File: src/design/pole_pkg.sv
// Shared opcode and status codes for the positional ordered list engine.
package pole_pkg;

    localparam int ITEM_W = 32;
    localparam int POS_W  = 7;

    typedef logic [2:0] opcode_t;
    typedef logic [1:0] status_t;

    localparam opcode_t OP_INS_HEAD = 3'd0;
    localparam opcode_t OP_INS_POS  = 3'd1;
    localparam opcode_t OP_INS_TAIL = 3'd2;
    localparam opcode_t OP_DEL_HEAD = 3'd3;
    localparam opcode_t OP_DEL_POS  = 3'd4;
    localparam opcode_t OP_DEL_TAIL = 3'd5;
    localparam opcode_t OP_READ_ALL = 3'd6;

    localparam status_t ST_OK     = 2'd0;
    localparam status_t ST_EMPTY  = 2'd1;
    localparam status_t ST_BADPOS = 2'd2;
    localparam status_t ST_FULL   = 2'd3;

endpackage

File: src/design/positional_ordered_list_engine.sv
// Positional ordered list engine: list sequencer around a single entry memory.
//
// Holds up to CAPACITY values in one entry memory, head at address 0. One item is
// worked at a time; a new item is taken whenever the sequencer is idle, even while
// the previous result still waits in the output register. Status-only operations
// (tail delete, errors, full, empty) pass through accept, decode and report. An
// insert at one-based position p moves count-p+1 entries, one per cycle, then
// writes the new value, and a delete at p moves count-p entries, one per cycle;
// the single write port of the entry memory sets that pace. A read-out returns
// one entry per cycle and stalls with m_ready. No clearing pass runs after reset.
module positional_ordered_list_engine #(
    parameter int CAPACITY    = 64,
    parameter int VALUE_WIDTH = 32
) (
    input  logic                 aclk,
    input  logic                 aresetn,
    input  logic                 s_valid,
    output logic                 s_ready,
    input  pole_pkg::opcode_t    s_opcode,
    input  logic signed [31:0]   s_item_value,
    input  logic [6:0]           s_position,
    output logic                 m_valid,
    input  logic                 m_ready,
    output pole_pkg::status_t    m_status,
    output logic signed [31:0]   m_entry_value,
    output logic                 m_last
);

    import pole_pkg::*;

    localparam int AW   = (CAPACITY > 1) ? $clog2(CAPACITY) : 1;
    localparam int CNTW = $clog2(CAPACITY + 1);
    localparam int CMPW = ((CNTW > POS_W) ? CNTW : POS_W) + 1;
    localparam int CW   = (VALUE_WIDTH < ITEM_W) ? VALUE_WIDTH : ITEM_W;
    localparam logic [CNTW-1:0] CAP_COUNT = CNTW'(CAPACITY);

    localparam logic [2:0] S_IDLE     = 3'd0;
    localparam logic [2:0] S_DECODE   = 3'd1;
    localparam logic [2:0] S_SHIFT_UP = 3'd2;
    localparam logic [2:0] S_SHIFT_DN = 3'd3;
    localparam logic [2:0] S_PLACE    = 3'd4;
    localparam logic [2:0] S_REPORT   = 3'd5;
    localparam logic [2:0] S_READ     = 3'd6;

    logic [2:0]             state_reg, state_next;
    logic [CNTW-1:0]        count_reg, count_next;
    logic [AW-1:0]          idx_reg, idx_next;
    logic [AW-1:0]          ptr_reg, ptr_next;
    status_t                status_reg, status_next;
    opcode_t                op_reg, op_next;
    logic [POS_W-1:0]       pos_reg, pos_next;
    logic [VALUE_WIDTH-1:0] val_reg, val_next;

    logic                   m_valid_reg, m_valid_next;
    status_t                m_status_reg, m_status_next;
    logic [ITEM_W-1:0]      m_value_reg, m_value_next;
    logic                   m_last_reg, m_last_next;

    logic                   mem_we, mem_re;
    logic [AW-1:0]          mem_waddr, mem_raddr;
    logic [VALUE_WIDTH-1:0] mem_wdata, mem_rdata;

    logic [VALUE_WIDTH-1:0] item_wide;
    logic [ITEM_W-1:0]      rd_narrow;
    logic [CMPW-1:0]        pos_ext, cnt_ext, ins_idx_ext, del_idx_ext, del_nxt_ext;
    logic [CMPW-1:0]        ptr_p1_ext, ptr_p2_ext;
    logic [CNTW-1:0]        cnt_m1;
    logic                   full, empty, ins_bad, out_free, accept;

    pole_ram #(
        .WIDTH (VALUE_WIDTH),
        .DEPTH (CAPACITY)
    ) u_entry_ram (
        .clk     (aclk),
        .wr_en   (mem_we),
        .wr_addr (mem_waddr),
        .wr_data (mem_wdata),
        .rd_en   (mem_re),
        .rd_addr (mem_raddr),
        .rd_data (mem_rdata)
    );

    assign s_ready       = (state_reg == S_IDLE);
    assign accept        = s_valid && s_ready;
    assign out_free      = !m_valid_reg || m_ready;
    assign m_valid       = m_valid_reg;
    assign m_status      = m_status_reg;
    assign m_entry_value = m_value_reg;
    assign m_last        = m_last_reg;

    always_comb begin
        item_wide = '0;
        item_wide[CW-1:0] = s_item_value[CW-1:0];
        rd_narrow = '0;
        rd_narrow[CW-1:0] = mem_rdata[CW-1:0];
    end

    always_comb begin
        pos_ext     = CMPW'(pos_reg);
        cnt_ext     = CMPW'(count_reg);
        cnt_m1      = count_reg - CNTW'(1);
        full        = (count_reg == CAP_COUNT);
        empty       = (count_reg == '0);
        ins_bad     = (op_reg == OP_INS_POS) &&
                      ((pos_ext == '0) ||
                       ((pos_ext > CMPW'(1)) && (empty || (pos_ext > cnt_ext + CMPW'(1)))));
        ptr_p1_ext  = CMPW'(ptr_reg) + CMPW'(1);
        ptr_p2_ext  = CMPW'(ptr_reg) + CMPW'(2);
        ins_idx_ext = '0;
        del_idx_ext = '0;
        if (op_reg == OP_INS_POS || op_reg == OP_DEL_POS) begin
            ins_idx_ext = pos_ext - CMPW'(1);
            del_idx_ext = pos_ext - CMPW'(1);
        end else if (op_reg == OP_INS_TAIL) begin
            ins_idx_ext = cnt_ext;
        end
        del_nxt_ext = del_idx_ext + CMPW'(1);
    end

    always_comb begin
        state_next    = state_reg;
        count_next    = count_reg;
        idx_next      = idx_reg;
        ptr_next      = ptr_reg;
        status_next   = status_reg;
        op_next       = op_reg;
        pos_next      = pos_reg;
        val_next      = val_reg;
        m_valid_next  = m_valid_reg && !m_ready;
        m_status_next = m_status_reg;
        m_value_next  = m_value_reg;
        m_last_next   = m_last_reg;
        mem_we        = 1'b0;
        mem_waddr     = '0;
        mem_wdata     = mem_rdata;
        mem_re        = 1'b0;
        mem_raddr     = '0;

        unique case (state_reg)
            S_IDLE: begin
                if (accept) begin
                    op_next    = s_opcode;
                    pos_next   = s_position;
                    val_next   = item_wide;
                    state_next = S_DECODE;
                end
            end
            S_DECODE: begin
                state_next  = S_REPORT;
                status_next = ST_OK;
                unique case (op_reg)
                    OP_INS_HEAD, OP_INS_POS, OP_INS_TAIL: begin
                        if (ins_bad) begin
                            status_next = ST_BADPOS;
                        end else if (full) begin
                            status_next = ST_FULL;
                        end else begin
                            idx_next = ins_idx_ext[AW-1:0];
                            if (ins_idx_ext == cnt_ext) begin
                                state_next = S_PLACE;
                            end else begin
                                mem_re     = 1'b1;
                                mem_raddr  = cnt_m1[AW-1:0];
                                ptr_next   = count_reg[AW-1:0];
                                state_next = S_SHIFT_UP;
                            end
                        end
                    end
                    OP_DEL_HEAD, OP_DEL_POS: begin
                        if (empty) begin
                            status_next = ST_EMPTY;
                        end else if ((op_reg == OP_DEL_POS) &&
                                     ((pos_ext == '0) || (pos_ext > cnt_ext))) begin
                            status_next = ST_BADPOS;
                        end else if (del_nxt_ext == cnt_ext) begin
                            count_next = cnt_m1;
                        end else begin
                            mem_re     = 1'b1;
                            mem_raddr  = del_nxt_ext[AW-1:0];
                            ptr_next   = del_idx_ext[AW-1:0];
                            state_next = S_SHIFT_DN;
                        end
                    end
                    OP_DEL_TAIL: begin
                        if (empty) begin
                            status_next = ST_EMPTY;
                        end else begin
                            count_next = cnt_m1;
                        end
                    end
                    OP_READ_ALL: begin
                        if (empty) begin
                            status_next = ST_EMPTY;
                        end else begin
                            mem_re     = 1'b1;
                            mem_raddr  = '0;
                            ptr_next   = '0;
                            state_next = S_READ;
                        end
                    end
                    default: begin
                        status_next = ST_OK;
                    end
                endcase
            end
            S_SHIFT_UP: begin
                mem_we    = 1'b1;
                mem_waddr = ptr_reg;
                mem_wdata = mem_rdata;
                if ((ptr_reg - AW'(1)) == idx_reg) begin
                    state_next = S_PLACE;
                end else begin
                    mem_re    = 1'b1;
                    mem_raddr = ptr_reg - AW'(2);
                    ptr_next  = ptr_reg - AW'(1);
                end
            end
            S_SHIFT_DN: begin
                mem_we    = 1'b1;
                mem_waddr = ptr_reg;
                mem_wdata = mem_rdata;
                if (ptr_p2_ext < cnt_ext) begin
                    mem_re    = 1'b1;
                    mem_raddr = ptr_p2_ext[AW-1:0];
                    ptr_next  = ptr_p1_ext[AW-1:0];
                end else begin
                    count_next  = cnt_m1;
                    status_next = ST_OK;
                    state_next  = S_REPORT;
                end
            end
            S_PLACE: begin
                mem_we      = 1'b1;
                mem_waddr   = idx_reg;
                mem_wdata   = val_reg;
                count_next  = count_reg + CNTW'(1);
                status_next = ST_OK;
                state_next  = S_REPORT;
            end
            S_REPORT: begin
                if (out_free) begin
                    m_valid_next  = 1'b1;
                    m_status_next = status_reg;
                    m_value_next  = '0;
                    m_last_next   = 1'b1;
                    state_next    = S_IDLE;
                end
            end
            S_READ: begin
                if (out_free) begin
                    m_valid_next  = 1'b1;
                    m_status_next = ST_OK;
                    m_value_next  = rd_narrow;
                    m_last_next   = (ptr_p1_ext == cnt_ext);
                    if (ptr_p1_ext == cnt_ext) begin
                        state_next = S_IDLE;
                    end else begin
                        mem_re    = 1'b1;
                        mem_raddr = ptr_p1_ext[AW-1:0];
                        ptr_next  = ptr_p1_ext[AW-1:0];
                    end
                end
            end
            default: begin
                state_next = S_IDLE;
            end
        endcase
    end

    always_ff @(posedge aclk) begin
        if (!aresetn) begin
            state_reg   <= S_IDLE;
            count_reg   <= '0;
            m_valid_reg <= 1'b0;
        end else begin
            state_reg   <= state_next;
            count_reg   <= count_next;
            m_valid_reg <= m_valid_next;
        end
    end

    always_ff @(posedge aclk) begin
        idx_reg      <= idx_next;
        ptr_reg      <= ptr_next;
        status_reg   <= status_next;
        op_reg       <= op_next;
        pos_reg      <= pos_next;
        val_reg      <= val_next;
        m_status_reg <= m_status_next;
        m_value_reg  <= m_value_next;
        m_last_reg   <= m_last_next;
    end

endmodule

File: src/design/pole_ram.sv
// Generic simple dual-port RAM with one write port and one registered read port.
module pole_ram #(
    parameter int WIDTH = 32,
    parameter int DEPTH = 64
) (
    input  logic                                          clk,
    input  logic                                          wr_en,
    input  logic [((DEPTH > 1) ? $clog2(DEPTH) : 1)-1:0]  wr_addr,
    input  logic [WIDTH-1:0]                              wr_data,
    input  logic                                          rd_en,
    input  logic [((DEPTH > 1) ? $clog2(DEPTH) : 1)-1:0]  rd_addr,
    output logic [WIDTH-1:0]                              rd_data
);

    logic [WIDTH-1:0] mem [DEPTH];

    always_ff @(posedge clk) begin
        if (wr_en) begin
            mem[wr_addr] <= wr_data;
        end
        if (rd_en) begin
            rd_data <= mem[rd_addr];
        end
    end

endmodule
File: config.mk
export PLATFORM = sky130hd
export DESIGN_NAME = positional_ordered_list_engine
export DESIGN_NICKNAME = d
export VERILOG_FILES = /design/src/design/pole_pkg.sv /design/src/design/positional_ordered_list_engine.sv /design/src/design/pole_ram.sv
export SDC_FILE = /design/constraint.sdc
export NUM_CORES = 2
export LEC_CHECK = 0
export BUFFER_PORTS_ARGS = -buffer_cell sky130_fd_sc_hd__buf_2
export CORE_UTILIZATION = 50
export DETAILED_ROUTE_END_ITERATION = 12
export PLACE_DENSITY = 0.73
export REMOVE_ABC_BUFFERS = 1
export SLEW_MARGIN = 0
export SYNTH_ARGS = -nofsm -noshare
export SYNTH_HDL_FRONTEND = slang
export SYNTH_HIERARCHICAL = 1
export SYNTH_SLANG_ARGS = --single-unit
File: constraint.sdc
create_clock -name aclk -period 5.05 [get_ports aclk]
set_input_delay 1.01 -clock aclk [delete_from_list [all_inputs] [get_ports aclk]]
set_output_delay 1.01 -clock aclk [all_outputs]
set_load 0.05 [all_outputs]
* Word-level counts from Yosys, hierarchy flattened
Memory sizes are Yosys's and may differ from the RTL's. A register that Yosys moved wholly into a read port is not among the register bits. Index checks and enable logic that the tools add are counted.
Cells by class: bitwise operators 2, multiplexer cells 87, eq/ne operators 37, multipliers 0, reductions and logical operators 33, add/sub/neg operators 9, shifts and indexed selects 0, divide/modulo/power cells 0, order comparisons 4
Operators by type and width (number):
- 6-bit 2-to-1 mux | 21
- 32-bit 2-to-1 mux | 3
- 32-bit case mux with 2 select lines | 1
- 6-bit case mux with 4 select lines | 2
- 7-bit 2-to-1 mux | 6
- 3-bit 2-to-1 mux | 12
- 3-bit != test (second input constant) | 9
- 6-bit case mux with 2 select lines | 2
- 3-bit case mux with 7 select lines | 1
- 7-bit case mux with 3 select lines | 1
- 1-bit 2-to-1 mux | 19
- 3-bit equality test (second input constant) | 6
- 6-bit case mux with 3 select lines | 1
- 8-bit by 7-bit equality test with 1-bit output | 2
- 2-bit 2-to-1 mux | 8
- 8-bit 2-to-1 mux | 2
- 2-bit != test (second input constant) | 8
- 7-bit zero test | 2
- 7-bit case mux with 2 select lines | 1
- 13-bit AND reduction | 1
- 3-bit by 2-bit equality test with 1-bit output (second input constant) | 4
- 2-bit case mux with 3 select lines | 2
- 3-bit case mux with 3 select lines | 1
- 7-bit by 1-bit adder with 8-bit output (second input constant) | 1
- other kinds (39) | 56
Word-level totals: word-level logic and storage cells 185, memory bits (read-only) 0, output and inout bits 37, bits in latches 0, input port bits 46, bits in registers 102, memory bits (writable) 2048, memories 1
Memory list:
- u_entry_ram.mem | depth 64, bits a word 32, rd ports 1, clocked after Yosys merged registers in 1, write ports 1, RTL line pole_ram.sv:15 | logic [WIDTH-1:0] mem [DEPTH];

* Logic depth before layout (Yosys ltp)
depth after elaboration 10, mapped depth 24, depth with buffers taken out 18

* Cells and area by module
Netlist, hierarchy kept.
By module, submodules not included:
- pole_ram | cells each 3511, area each 79359.9 um^2, times used 1, seq. area each 62459.9 um^2
- positional_ordered_list_engine | cells each 738, area each 6708.9 um^2, times used 1, seq. area each 2952.8 um^2

* Least setup slack after synthesis
OpenSTA, ideal clock, no wires.
path kind register to register, start register count_reg[0], end register u_entry_ram.rd_data[13] (read register of u_entry_ram.mem) (data pin), arrival time 5.084 ns, slack -0.290 ns, cell stages (with the launch flop) 22, path buffers 4, period minus slack after synthesis 5.340 ns, required time 4.795 ns, path through dfxtp_1 clkbuf_1 inv_1 ha_1 inv_1 ha_1 nor2b_1 o21ai_0 o211ai_1 o211ai_1 a21oi_1 a221o_1 nor3_1 o21ai_0 o221ai_1 buf_6 buf_6 buf_2 mux4_2 a22oi_1 nand3_1 and3_1
On the way: cells in the longest elaborated chain, start to end 9
RTL lines:
- start: declaration | RTL line positional_ordered_list_engine.sv:46 | logic [CNTW-1:0] count_reg, count_next;
- start signal: assignment | RTL line positional_ordered_list_engine.sv:277 | count_reg <= count_next;
- 7-bit by 1-bit adder with 8-bit output | RTL line positional_ordered_list_engine.sv:106 | ((pos_ext > CMPW'(1)) && (empty || (pos_ext > cnt_ext + CMPW'(1)))));
- 7-bit by 8-bit greater-than comparator with 1-bit output | RTL line positional_ordered_list_engine.sv:106
- 1-bit logical OR | RTL line positional_ordered_list_engine.sv:106
- 1-bit logical AND | RTL line positional_ordered_list_engine.sv:106
- 1-bit logical OR | RTL line positional_ordered_list_engine.sv:105 | ((pos_ext == '0) ||
- 1-bit logical AND | RTL line positional_ordered_list_engine.sv:104 | ins_bad = (op_reg == OP_INS_POS) &&
- 6-bit 2-to-1 mux | RTL line positional_ordered_list_engine.sv:153 | if (ins_bad) begin
- 6-bit case mux with 2 select lines | RTL line positional_ordered_list_engine.sv:151 | unique case (op_reg)
- 6-bit case mux with 4 select lines * | RTL line positional_ordered_list_engine.sv:139 | unique case (state_reg)
- via mem_raddr[0] | RTL line positional_ordered_list_engine.sv:60 | logic [AW-1:0] mem_waddr, mem_raddr;
- end: declaration | RTL line pole_ram.sv:12 | output logic [WIDTH-1:0] rd_data
The timed path passes the listed nets; every way through them passes the cells marked *. A chain may end at the register's enable or synchronous reset.

* Final worst setup path
start register pos_reg[1], end register u_entry_ram.rd_data[7] (read register of u_entry_ram.mem) (data pin)
On the way: cells in the longest elaborated chain, start to end 9
RTL lines:
- start: declaration | RTL line positional_ordered_list_engine.sv:51 | logic [POS_W-1:0] pos_reg, pos_next;
- start signal: assignment | RTL line positional_ordered_list_engine.sv:287 | pos_reg <= pos_next;
- 7-bit by 1-bit subtractor with 8-bit output | RTL line positional_ordered_list_engine.sv:112, positional_ordered_list_engine.sv:113
- 8-bit 2-to-1 mux | RTL line positional_ordered_list_engine.sv:111 | if (op_reg == OP_INS_POS || op_reg == OP_DEL_POS) begin
- 8-bit by 1-bit adder with 8-bit output | RTL line positional_ordered_list_engine.sv:117 | del_nxt_ext = del_idx_ext + CMPW'(1);
- 8-bit by 7-bit equality test with 1-bit output | RTL line positional_ordered_list_engine.sv:175 | end else if (del_nxt_ext == cnt_ext) begin
- 6-bit 2-to-1 mux | RTL line positional_ordered_list_engine.sv:175
- 6-bit 2-to-1 mux | RTL line positional_ordered_list_engine.sv:172 | end else if ((op_reg == OP_DEL_POS) &&
- 6-bit 2-to-1 mux | RTL line positional_ordered_list_engine.sv:170 | if (empty) begin
- 6-bit case mux with 2 select lines * | RTL line positional_ordered_list_engine.sv:151
- 6-bit case mux with 4 select lines * | RTL line positional_ordered_list_engine.sv:139
- via mem_raddr[0] | RTL line positional_ordered_list_engine.sv:60
Marks and branches as above.

==> flow_summary.ini <==
[worst_setup_path]
crit_type = reg2reg
r2r_start = pos_reg[1]
r2r_setup_slack_ns = 0.02
cp.arrival_ns = 5.58
cp_slowest_cell = mux4_2
crit_required_ns = 5.60
path_cells = buf_4 -> or4_4 -> or3_4 -> a211o_1 -> nor2b_1 -> a32o_2 -> nor3_4 -> o21ai_2 -> or2_4 -> o221ai_4 -> buf_4 -> buf_12 -> buf_16 -> buf_12 -> mux4_2 -> mux2i_2 -> mux2i_2 -> a21oi_1 -> buf_4 -> a311oi_1
ff2ff_path_depth = 20
cp-start-kind = flop
cp_common_cell = buf_4
critical_path.top_delay_family = simple AND/OR/NAND/NOR gates
r2r_end = u_entry_ram/rd_data[7]
crit_buf_inv = 6
crit_path_end_kind = flop
cp_slowest_stage_delay_ns = 0.51
cp_max_fo = 7

[yosys]
synthArstFlopShare_pct = 0
synth_edf_count = 2171
synth_ff_type = edfxtp_1
yosys_warnings = 6
netlist_instances = 4249
syn-cell-area_um2 = 86070
ys_seq_area_share_pct = 76.00
synth_cell_type_count = 79
synth_seq_cells = 2182
postSynthAreaPerCell_um2 = 20.26

[clocking]
cts_buffer_depth = 3
path_clk_slew_ns = 0.06
tritoncts = done
clockRootBuffer = clkbuf_16
insertion_delay_ns = 0.87
cts_made_buffers = 203
cts.sinks = 2182
htreeDepth = 4
cts_hold_buffers = 0

[sta]
slew_viol_final = 0
setup_viol = 0
maxSlewHeadroom_pct = 12.63
skew_ns = 0.04411
setup_slack_ns = 0.02263
tns_ns = 0
max_slew.worst_pin.slew_ns = 1.306
rsz0062_at_grt = true
min_period_ns = 5.027
clock.fmax_mhz = 198.9
period_share_pct = 99.55
hold_violations = 0

[grt]
grt_max_degree = 65
grt_pass1_wl_um = 319400
grt_usage_pct = 25.55
gr-total-overflow = 0
grt_pass1_vias = 45830
antenna_found_initial = 7

[pwr]
total_power_mw = 63.62
p_leak_nw = 32.72
cellPowerDensity_nw_per_um2 = 619.8
ir_drop_v = 0.0005085

[final_layout]
postLayoutCoreUtil_pct = 60.30
layout_commonest_cell = edfxtp_1
fin_nets = 4946
layout_common_cells = edfxtp_1, mux4_2, buf_4
final_layout_size_suffix_gt1_share_pct = 33.96
syn2layout_area_growth_pct = 19.26
largest_reg_flops = 2048
top_register = u_entry_ram/mem

[routing]
routed_wl_um = 228900
routed-via-count = 46720
vias_per_cell = 6.373
ant_nets = 0
drt-initial-drc-count = 6078
post_drt_wl_per_cell_um = 31.23
post-route-drc-count = 0
dr.pass1.iters = 6

[floorplanning]
die-area_um2 = 173800
ios = 83
fp.dieW_um = 416.9
initial_utilization_pct = 50.56
coreArea_um2 = 170200
rows = 151
dieHeight_um = 416.9

[place]
pre_cts_ws_ns = -0.3992
gp_congestion = 0.9072
hpwl_um = 127700
place.port_buffers = 82

[worst_hold_path]
holdPathStages = 1
min_path_type = in2reg
min_to = pos_reg[3]
min-delay-start = s_position[3]

[job]
cap_violations = 0

[outcome]
run_status = completed
## how the worst max path moves through the flow
| stage | start | to | slack (ns) | cells past startpoint |
|---|---|---|---|---|
| after floorplan | op_reg[2] | u_entry_ram/rd_data[17] | -50.66 | 15 |
| after detailed placement | count_reg[0] | u_entry_ram/rd_data[8] | -0.40 | 21 |
| final | pos_reg[1] | u_entry_ram/rd_data[7] | 0.02 | 20 |
| after global routing | pos_reg[4] | u_entry_ram/rd_data[16] | -0.14 | 25 |
| after global placement | count_reg[0] | u_entry_ram/rd_data[8] | -0.42 | 21 |
| after CTS | pos_reg[1] | u_entry_ram/rd_data[8] | -0.02 | 19 |
## layout make-up
cell class | count | area, um^2
antenna | 4 | 10.01
sequential | 2182 | 65420
inverter | 29 | 108.9
clock buffer | 247 | 5351
timing repair buffer | 657 | 6854
clock inverter | 122 | 1232
multi-input combinational | 1795 | 20800
fill | 11370 | 67580
tap | 2295 | 2872
## logic make-up after synthesis
group	after synthesis	synth area share, %
XOR/XNOR	52	0.5292
AND/OR/NAND/NOR	561	3.098
adder cells (fa/ha/maj)	32	0.4652
flip-flops	2182	76.00
multiplexers	645	13.99
buffers and inverters	272	1.785
AO/OA/AOI/OAI	505	4.134
## stage by stage
stage	area, um^2	hold slack (ns)	std cells
floorplan	84640	0.5091	4006
global route	102600	0.2884	7327
finish	102600	0.3197	7331
global placement	92930	0.4918	6809
CTS	100300	0.2620	7203
detailed placement	92930	0.5058	6809
## where the power goes
| part | switching [mW] | internal, mW |
|---|---|---|
| clock network | 6.68 | 8.57 |
| registers | 0.359 | 24.0 |
| logic | 13.8 | 10.2 |
| total | 20.9 | 42.8 |
## synth_stat cells (14+ instances only)
cell type	number	share of area [%]
and2_1	41	0.30
xnor2_1	39	0.40
nor3_1	22	0.13
mux4_2	446	12
a31oi_1	25	0.18
o21ai_0	69	0.40
a311o_1	15	0.17
ha_1	32	0.47
nand2_1	188	0.82
inv_1	27	0.12
a21oi_1	60	0.35
buf_2	57	0.33
clkbuf_1	107	0.47
nor2_1	134	0.58
a211oi_1	26	0.23
nand3_1	61	0.35
edfxtp_1	2171	76
o211ai_1	17	0.15
buf_4	28	0.24
and3_1	14	0.10
o22ai_1	42	0.31
buf_6	31	0.41
a22oi_1	134	1.2
nor2b_1	24	0.17
o221ai_1	25	0.25
a22o_1	16	0.16
mux2i_1	197	2.3
## per-layer routing
layer | track usage, % | up-vias | share of wire [%]
met4 | 9.727 | 2 | 3.9
met3 | 5.082 | 501 | 11
met5 | 0 | - | 0.0052
met1 | 34.61 | 24280 | 37
met2 | 41.19 | 3058 | 49
li1 | - | 18890 | -
## repair_timing
action / in CTS / in global routing
resized for setup: 85 / 254
cloned: 10 / 15
endpoints found under the setup margin: 32 / 32
setup buffers: 17 / 119
pin swaps: 15 / 71
Note: power is estimated with default switching activity, not from simulation.
